==> src/design/ipv6_dad_pkg.sv <==
// types and constants shared by the duplicate address detection table
// no dependencies
`timescale 1ns / 1ps
package ipv6_dad_pkg;

	localparam logic [2:0] ACT_START = 3'd0;
	localparam logic [2:0] ACT_STOP  = 3'd1;
	localparam logic [2:0] ACT_FIND  = 3'd2;
	localparam logic [2:0] ACT_NS    = 3'd3;
	localparam logic [2:0] ACT_NA    = 3'd4;
	localparam logic [2:0] ACT_TICK  = 3'd5;

	localparam logic [2:0] PH_FREE    = 3'd0;
	localparam logic [2:0] PH_DELAY   = 3'd1;
	localparam logic [2:0] PH_PROBING = 3'd2;
	localparam logic [2:0] PH_WAIT    = 3'd3;
	localparam logic [2:0] PH_UNIQUE  = 3'd4;
	localparam logic [2:0] PH_DUP     = 3'd5;

	localparam logic [1:0] ST_OK   = 2'd0;
	localparam logic [1:0] ST_BUSY = 2'd1;
	localparam logic [1:0] ST_ERR  = 2'd2;

	localparam logic [1:0] SEND_NONE = 2'd0;
	localparam logic [1:0] SEND_NS   = 2'd1;
	localparam logic [1:0] SEND_JOIN = 2'd2;

	localparam logic [1:0] VERD_NONE = 2'd0;
	localparam logic [1:0] VERD_UNIQ = 2'd1;
	localparam logic [1:0] VERD_DUP  = 2'd2;

	localparam logic [1:0] REG_TRANSMIT = 2'd0;
	localparam logic [1:0] REG_LOOPBACK = 2'd1;
	localparam logic [1:0] REG_RETRANS  = 2'd2;
	localparam logic [1:0] REG_MAXDELAY = 2'd3;

	typedef struct packed {
		logic [2:0]  action;
		logic [63:0] addr_hi;
		logic [63:0] addr_lo;
		logic [31:0] now_ms;
		logic [31:0] rexmit_ms;
		logic [15:0] rand_word;
		logic        use_delay;
		logic        is_anycast;
		logic        hw_based;
		logic        src_unspecified;
	} dad_in_t;

	typedef struct packed {
		logic [1:0]  status;
		logic [3:0]  entry;
		logic [2:0]  entry_state;
		logic [7:0]  sent_count;
		logic [7:0]  received_count;
		logic [63:0] deadline;
		logic [1:0]  send_kind;
		logic [1:0]  verdict;
		logic        ip_down;
		logic        tentative;
		logic [63:0] target_hi;
		logic [63:0] target_lo;
	} dad_out_t;

	// controller to datapath
	typedef struct packed {
		logic capture;   // register the transaction
		logic scan_clr;  // reset scan pointer and flags
		logic scan_step; // examine one slot
		logic mul;       // register delay product
		logic exec;      // apply action, build result
	} dad_cmd_t;

	// datapath to controller
	typedef struct packed {
		logic scan_last;
	} dad_stat_t;

endpackage

==> src/design/ipv6_dad_ctrl.sv <==
// sequencer for one transaction: capture, slot scan, multiply, execute, report
// depends on ipv6_dad_pkg
`timescale 1ns / 1ps
module ipv6_dad_ctrl (
	input  logic                   clk,
	input  logic                   arst_n,
	input  logic                   start,
	output logic                   busy,
	output logic                   done,
	output ipv6_dad_pkg::dad_cmd_t cmd,
	input  ipv6_dad_pkg::dad_stat_t stat
);
	typedef enum logic [2:0] {S_IDLE, S_SCAN, S_MUL, S_EXEC, S_DONE} state_t;
	state_t state_q;

	// one state register plus registered busy/done
	always_ff @(posedge clk or negedge arst_n) begin
		if (!arst_n) begin
			state_q <= S_IDLE;
			busy    <= 1'b0;
			done    <= 1'b0;
		end else begin
			done <= 1'b0;
			case (state_q)
				S_IDLE: begin
					if (start) begin
						state_q <= S_SCAN;
						busy    <= 1'b1;
					end
				end
				S_SCAN: begin
					if (stat.scan_last) state_q <= S_MUL;
				end
				S_MUL: state_q <= S_EXEC;
				S_EXEC: begin
					state_q <= S_DONE;
					done    <= 1'b1;
				end
				S_DONE: begin
					state_q <= S_IDLE;
					busy    <= 1'b0;
				end
				default: state_q <= S_IDLE;
			endcase
		end
	end

	// commands
	always_comb begin
		cmd.capture   = (state_q == S_IDLE) && start;
		cmd.scan_clr  = (state_q == S_IDLE) && start;
		cmd.scan_step = (state_q == S_SCAN);
		cmd.mul       = (state_q == S_MUL);
		cmd.exec      = (state_q == S_EXEC);
	end
endmodule

==> config.mk <==
export PLATFORM = sky130hd
export DESIGN_NAME = ipv6_dad_ctrl
export DESIGN_NICKNAME = d
export VERILOG_FILES = /design/src/design/ipv6_dad_pkg.sv /design/src/design/ipv6_dad_ctrl.sv
export SDC_FILE = /design/constraint.sdc
export NUM_CORES = 1
export LEC_CHECK = 0
export BUFFER_PORTS_ARGS = -buffer_cell sky130_fd_sc_hd__buf_2
export CAP_MARGIN = 5
export CORE_AREA = 3 3 40 42
export CTS_CLUSTER_SIZE = 10
export DETAILED_ROUTE_END_ITERATION = 12
export DIE_AREA = 0 0 43 45
export MAX_ROUTING_LAYER = met4
export PLACE_DENSITY = 0.39
export SLEW_MARGIN = 20
export SYNTH_ARGS = -nofsm -noshare
export SYNTH_HDL_FRONTEND = slang
export SYNTH_SLANG_ARGS = --single-unit
==> constraint.sdc <==
create_clock -name clk -period 1.96 [get_ports clk]
set_input_delay 0.392 -clock clk [delete_from_list [all_inputs] [get_ports clk]]
set_output_delay 0.392 -clock clk [all_outputs]
set_load 0.1 [all_outputs]
**Yosys cells after proc, flatten, opt, wreduce, memory -nomap -nowiden**

Index checks and enable logic that the tools add are counted.

- Register bits: 5
- Bits of input ports: 4
- Output and inout port bits: 7
- Logic and storage cells: 20

- Eq/ne operators: 6
- Multiplexer cells: 6
- Reduce and logical (&&, ||, !) cells: 5

Operators by type and width:

| operator | count |
|---|---|
| 3-bit one-hot mux with 4 select lines | 1 |
| 3-bit by 2-bit == test with 1-bit output (second input constant) | 2 |
| 3-bit two-way mux | 2 |
| 2-bit AND reduction | 2 |
| 3-bit by 1-bit == test with 1-bit output (second input constant) | 1 |
| 3-bit == test (second input constant) | 1 |
| 3-bit zero test | 1 |
| 1-bit two-way mux | 2 |
| 2-bit by 1-bit inequality test with 1-bit output (second input constant) | 1 |
| 2-bit inequality test (second input constant) | 1 |
| 1-bit one-hot mux with 2 select lines | 1 |
| 2-bit nonzero test | 1 |
| 1-bit logical AND | 1 |

**Longest topological paths before layout**

Gate-level depths: netlist of the first run.

- Depth in word-level cells: 3
- Mapped depth: 4
- Gate-level depth less buffers: 2

**Worst setup path after synthesis of the first run**

Ideal clock, no wire load.

- Kind: register to output
- Start: reg state_q[0]
- End: out cmd[1] (netlist name)
- Arrival: 2700 ps
- Required time: 1568 ps
- Slack: -1132 ps
- Cell stages (with the launch flop): 3
- Buffers on the path: 1
- Path through: dfrtp_1 -> buf_4 -> nor3b_1

RTL lines:

| element | RTL line | text |
|---|---|---|
| from (decl) | ipv6_dad_ctrl.sv:14 | `state_t state_q;` |
| from (signal assigned) | ipv6_dad_ctrl.sv:19 | `state_q <= S_IDLE;` |
| from (signal assigned) | ipv6_dad_ctrl.sv:27 | `state_q <= S_SCAN;` |
| from (signal assigned) | ipv6_dad_ctrl.sv:32 | `if (stat.scan_last) state_q <= S_MUL;` |
| to (decl) | ipv6_dad_ctrl.sv:10 | `output ipv6_dad_pkg::dad_cmd_t cmd,` |

==> results of run 1 <==
## sequential cells by signal, summed over array words and instances (netlist names)
| signal | count |
|---|---|
| busy | 1 |
| done | 1 |
| state_q | 3 |
## worst paths after layout
| check | cells past startpoint | slack, ns | to | start |
|---|---|---|---|---|
| worst max-delay path | 2 | 0.1 | cmd[0] | state_q[2]$_DFFE_PN0P_ |
| worst min-delay path | 3 | 0.43 | state_q[0]$_DFFE_PN0P_ | stat |
| worst max register to register | 2 | 0.85 | state_q[0]$_DFFE_PN0P_ | state_q[0]$_DFFE_PN0P_ |
| worst min register to register | 1 | 0.55 | busy$_DFFE_PN0P_ | busy$_DFFE_PN0P_ |
| max in group asynchronous | 2 | 1.35 | state_q[0]$_DFFE_PN0P_ | arst_n |
| min in group asynchronous | 2 | 0.49 | done$_DFF_PN0_ | arst_n |
## cell type report
| type | count | area, um^2 |
|---|---|---|
| timing repair buffer | 11 | 90.09 |
| clock buffer | 4 | 26.28 |
| fill | 138 | 890.9 |
| sequential | 5 | 125.1 |
| tap | 15 | 18.77 |
| multi-input combinational | 14 | 133.9 |
## through the flow
stage	instance area, um^2	util	hold WS, ns	setup WS, ns
floorplan	297.8	-	0.09641	0.04302
global placement	357.8	0.2785	0.2099	0.3447
detailed placement	357.8	0.2785	0.2107	0.3462
CTS	394.1	0.3067	0.4216	0.08277
global route	394.1	0.3067	0.4198	0.007767
finish	394.1	0.3067	0.4286	0.09998
## kinds of logic (layout without fill, tap and decap cells)
group / after synthesis / after routing / share of synthesized area
compound gates: 4 / 4 / 0.1050
simple gates: 10 / 10 / 0.2900
buf+inv: 3 / 15 / 0.1050
flops: 5 / 5 / 0.5000
## metal layers
| metal | wire length (um) | part of all wire |
|---|---|---|
| met1 | 226 | 0.42 |
| met3 | 36 | 0.067 |
| met4 | 12 | 0.022 |
| met2 | 265 | 0.49 |
| met5 | 0 | 0 |
## what timing repair did
item / in CTS / in global routing
hold endpoints to repair: 5 / 0
buffers inserted: 0 / 0
hold buffers: 1 / 0
## cells in the final DEF (no fill, tap or decap), drive strengths merged
cell and n:
nor2 1, and3b 2, a21oi 2, nor2b 1, or3b 1, dfrtp 5
nand3b 1, nor3b 3, o21bai 1, buf 10, clkbuf 4, dlygate4sd3 1
a2bb2oi 1, nand2b 1
## critical path, stage by stage (launching register included)
cell and delay [ns]:
dfrtp_1 0.51, and3b_1 0.29, buf_2 0.43
==> metrics.cfg, run 1 <==
[global_route]
grt-ovfl-total = 0
met1_usage = 0.07371
grt_max_degree = 11
grt_use_met3 = 0.04781
grt_busiest_layer = met2
antenna_found_initial = 0
met2_usage = 0.1018
grt_pass1_wl_um = 945
first_global_vias = 220
grtUsageTotal = 0.07599

[route]
drc_errors = 0
routed-via-count = 208
route.detailed.wl_per_inst_um = 11.04
vias_per_cell = 4.245
drt_iter0_markers = 2
routed_wl_um = 541
drt_pre_antenna_iters = 2
ant_nets = 0

[floorplan]
core_um2 = 1285
dieHeight_um = 45
initial_core_util = 0.1947
rows = 13
io_pins = 11
die_area_um2 = 1935
fp.dieW_um = 43

[synthesis]
synth_area_um2 = 250.2
ys_warn_count = 0
synth_commonest_cells = dfrtp_1, nor3b_1, a21oi_1, and3b_1, buf_4
ys_ff_latch = 5
yosysMostFrequentCell = dfrtp_1
ys_seq_area_frac = 0.5000
yosysTopAreaCell = dfrtp_1
syn_inst = 22
syn-num-nets = 26
ys_types = 13
synth_edf_count = 0
synthArstFlopShare = 1.000
synth_area_leaders = dfrtp_1, nor3b_1, and3b_1
ys.flop_type = dfrtp_1
synth.avg_cell_area_um2 = 11.37
synth_top_area_share = 0.5000

[place]
routabilityCongestion = 0.6418
dp.cells = 44
io_buffer_count = 10
hpwl_um = 409.8

[worst_setup_path]
crit_required_ns = 1.57
endpoint_kind = output pin
arrival_ns = 1.47
startpoint_type = register
critPathMaxFanout = 8
path_class = reg -> out

[timing]
finClkSkew_ns = 0.0002009
slew_violations = 0
max_freq_mhz = 537.6
period_needed_ns = 1.860
hold_viol_final = 0
rsz0062_at_grt = no
relSlewSlack = 0.6773
worstMarginPinSlew_ns = 0.4874
setup_viol = 0
fin_crit_sh = 0.9490
fin_setup_tns_ns = 0

[clock_network]
cts_buffers = 3
cts_tree = done
clkSinkCount = 5
htreeDepth = 1
clk_latency_ns = 0.24
cts_resized = 0
cts-root-buf = clkbuf_4
path_clk_slew_ns = 0.04
clk_path_buf_depth = 2

[status]
run_status = finished, final reports clean

[finish]
drive_above_1_share = 0.5000
area_growth_pct = 57.50
nNetsFinal = 39
fin_cells = 49
n_antenna_cell = 0

[hold_path]
hp-class = in -> reg

[flow_run]
drv_cap = 0

Power of run 1 is not shown: default switching activity piles up to over one toggle a cycle in this logic, so the estimate is an artifact.
==> inputs of run 2 (changes only) <==
REMOVE_ABC_BUFFERS = 1   (was default)
==> metrics.cfg, run 2 (synthesis results as in run 1) <==
[timing]
setup_viol = 0
finClkSkew_ns = 0.005237
rsz0062_at_grt = no
hold_viol_final = 0
fin_crit_sh = 0.9421
period_needed_ns = 1.847
max_freq_mhz = 541.5
worstMarginPinSlew_ns = 0.4890
slew_violations = 0
relSlewSlack = 0.6762
fin_ws_ns = 0.1134

[floorplan]
die_area_um2 = 1935
io_pins = 11
rows = 13
dieHeight_um = 45
core_um2 = 1285
initial_core_util = 0.1947
fp.dieW_um = 43

[flow_run]
drv_cap = 0

[worst_setup_path]
path_class = reg -> out
critPathTopFamily = simple AND/OR/NAND/NOR gates
crit_required_ns = 1.57
crit_path_cell_trace = nor3b_1, nor2b_4, buf_12
slowest_stage = dfrtp_1
critPathMaxStageDelay_ns = 0.46
endpoint_kind = output pin
critPathMaxFanout = 10
path_buf_inv = 1
arrival_ns = 1.45
startpoint_type = register

[clock_network]
cts-root-buf = clkbuf_4
cts_tree = done
clk_latency_ns = 0.24
htreeDepth = 1
post_cts_buffers = 0
path_clk_slew_ns = 0.05
clk_path_buf_depth = 2
cts_buffers = 3
clkSinkCount = 5

[place]
routabilityCongestion = 0.6570
dp_slack_ns = 0.2337
placed_area_um2 = 330.3
io_buffer_count = 10
dp.cells = 45
hpwl_um = 376.4

[finish]
drive_above_1_share = 0.4286
fin_area_um2 = 374.1
area_growth_pct = 49.50
utilization = 0.2911
nNetsFinal = 40
layout_commonest_cell = buf_2
reg_top3 = state_q x3, busy x1, done x1
largest_reg_flops = 3
layout_common_cells = buf_2, dfrtp_1, nor3b_1, clkbuf_4
n_antenna_cell = 0
largest-register = state_q
fin_cells = 50

[route]
route.detailed.wl_per_inst_um = 10.76
routed-via-count = 205
drt_pre_antenna_iters = 2
vias_per_cell = 4.100
drt_iter0_markers = 2
ant_nets = 0
drc_errors = 0
routed_wl_um = 538

[hold_path]
hp-class = in -> reg

[global_route]
grt_pass1_wl_um = 828
grtUsageTotal = 0.06379
antenna_found_initial = 0
first_global_vias = 207
grt_max_degree = 11
grt-ovfl-total = 0

[status]
run_status = finished, final reports clean

## run 2: worst reg2reg max path, cell delays in order (launching register included)
cell and delay [ns]:
dfrtp_1 0.37, buf_4 0.16, or3b_1 0.37, a21oi_1 0.13
## run 2: per-layer routing
metal	global-route usage	vias up	routed length, um
li1	-	102	-
met1	0.07090	94	232
met2	0.08683	9	268
met3	0.01594	0	37
met4	0.07229	0	0
met5	-	-	0
## run 2: stage by stage
step / TNS, ns / hold WS, ns
finish: 0 / 0.4211
global route: 0 / 0.4273
CTS: 0 / 0.4116
detailed placement: 0 / 0.2150
global placement: 0 / 0.2122
floorplan: -5.715 / 0.09641
## run 2: final cells by class
class                           instances  area (um^2)
Clock buffer                            4        26.28
Fill cell                             144        910.9
Multi-Input combinational cell         14        106.4
Sequential cell                         5        125.1
Tap cell                               15        18.77
Timing Repair Buffer                   12        97.59
## run 2: worst paths after layout
path | depth (start not counted) | start | endpoint | slack [ns]
max | 3 | state_q[0]$_DFFE_PN0P_ | cmd[4] | 0.11
min | 3 | stat | state_q[1]$_DFFE_PN0P_ | 0.42
max reg2reg | 3 | state_q[1]$_DFFE_PN0P_ | state_q[0]$_DFFE_PN0P_ | 0.86
min reg2reg | 1 | busy$_DFFE_PN0P_ | busy$_DFFE_PN0P_ | 0.54
max in group asynchronous | 2 | arst_n | state_q[2]$_DFFE_PN0P_ | 1.33
min in group asynchronous | 2 | arst_n | busy$_DFFE_PN0P_ | 0.49
## run 2: timing repair
action | CTS | global route
resized for setup | 1 | 1
hold endpoints to repair | 5 | 0
setup endpoints to repair | 2 | 2
hold buffers | 1 | 0
Power of run 2 is left out for the same reason.
==> inputs of run 3 (changes only) <==
BUFFER_PORTS_ARGS = -buffer_cell sky130_fd_sc_hd__clkbuf_2   (was -buffer_cell sky130_fd_sc_hd__buf_2)
PLACE_DENSITY = default   (was 0.39)
PLACE_DENSITY_LB_ADDON = 0.05   (was default)
==> metrics.cfg, run 3 (synthesis results as in run 1) <==
[route]
ant_nets = 0
drt_pre_antenna_iters = 2
drc_errors = 0
routed-via-count = 206
drt_iter0_markers = 2
vias_per_cell = 4.039
routed_wl_um = 578
route.detailed.wl_per_inst_um = 11.33

[timing]
worstMarginPinSlew_ns = 0.5387
period_needed_ns = 1.799
rsz0062_at_grt = no
setup_viol = 0
slew_violations = 0
max_freq_mhz = 556.0
finClkSkew_ns = 0.002115
fin_crit_sh = 0.9176
relSlewSlack = 0.6424
hold_viol_final = 0

[global_route]
grt-ovfl-total = 0
grtUsageTotal = 0.07653
first_global_vias = 220
grt_max_degree = 10
antenna_found_initial = 0
grt_pass1_wl_um = 952

[clock_network]
clk_latency_ns = 0.24
clk_path_buf_depth = 2
clkSinkCount = 5
cts_tree = done
cts_buffers = 3
post_cts_buffers = 0
htreeDepth = 1
cts-root-buf = clkbuf_4
path_clk_slew_ns = 0.04

[finish]
utilization = 0.2989
layout_common_cells = dfrtp_1, clkbuf_2, buf_4
largest_reg_flops = 3
n_antenna_cell = 0
multi_input_area_um2 = 101.3
area_growth_pct = 53.50
fin_area_um2 = 384.1
drive_above_1_share = 0.4444
fillCellCount = 138
largest-register = state_q
regArea_um2 = 125.1
nNetsFinal = 41
reg_top3 = state_q x3, busy x1, done x1
fin_cells = 51

[worst_setup_path]
endpoint_kind = output pin
crit_required_ns = 1.57
path_class = reg -> out
arrival_ns = 1.41
startpoint_type = register
reg2reg_depth = 3
critPathMaxFanout = 2

[hold_path]
hold_depth = 3
hp-class = in -> reg

[floorplan]
die_area_um2 = 1935
fp.dieW_um = 43
initial_core_util = 0.1947
rows = 13
dieHeight_um = 45
io_pins = 11
core_um2 = 1285

[place]
routabilityCongestion = 0.5948
io_buffer_count = 10
placed_area_um2 = 345.3
hpwl_um = 440.2
dp.cells = 46

[flow_run]
drv_cap = 0

[status]
run_status = finished, final reports clean

==> run 3: cell count changes in the layout (fill, tap and decap cells not counted) <==
cell and change:
nor2b_4 -1, nor2b_2 +1, buf_2 -8, buf_4 +4, clkbuf_2 +5
==> run 3: final timing paths <==
kind / start / end / slack (ns)
max: state_q[1]$_DFFE_PN0P_ / cmd[4] / 0.16
min: stat / state_q[1]$_DFFE_PN0P_ / 0.41
max reg2reg: state_q[1]$_DFFE_PN0P_ / state_q[0]$_DFFE_PN0P_ / 0.86
min reg2reg: busy$_DFFE_PN0P_ / busy$_DFFE_PN0P_ / 0.55
max in group asynchronous: arst_n / state_q[1]$_DFFE_PN0P_ / 1.31
min in group asynchronous: arst_n / state_q[2]$_DFFE_PN0P_ / 0.50
==> run 3: critical path, cell delays in order, from the launching register on <==
cell     delay (ns)
dfrtp_1        0.37
nor3b_1        0.27
nor2b_2        0.32
buf_12         0.21
==> run 3: final cells by class <==
cell class                      count  share of cell area
Clock buffer                        4             0.06840
Multi-Input combinational cell     14              0.2638
Sequential cell                     5              0.3257
Tap cell                           15             0.04886
Timing Repair Buffer               13              0.2932
==> run 3: timing repair <==
| item | CTS | global route |
|---|---|---|
| hold buffers | 1 | 0 |
| gates resized for setup | 0 | 1 |
| endpoints found under the setup margin | 0 | 2 |
| endpoints found under the hold margin | 5 | 0 |
==> run 3: per-layer routing <==
metal	GRT usage	routed length, um
met5	-	0
met4	0.09036	0
met3	0.02390	31
met2	0.09880	288
met1	0.08495	257
==> run 3: per-stage QoR <==
step | TNS, ns | hold slack (ns) | setup WS, ns
after detailed placement | 0 | 0.2205 | 0.2065
after global placement | 0 | 0.2176 | 0.1961
after floorplan | -5.715 | 0.09641 | -1.756
final | 0 | 0.4134 | 0.1615
after global routing | 0 | 0.4397 | 0.06593
after CTS | 0 | 0.4053 | 0.04240
Power of run 3 is left out for the same reason.
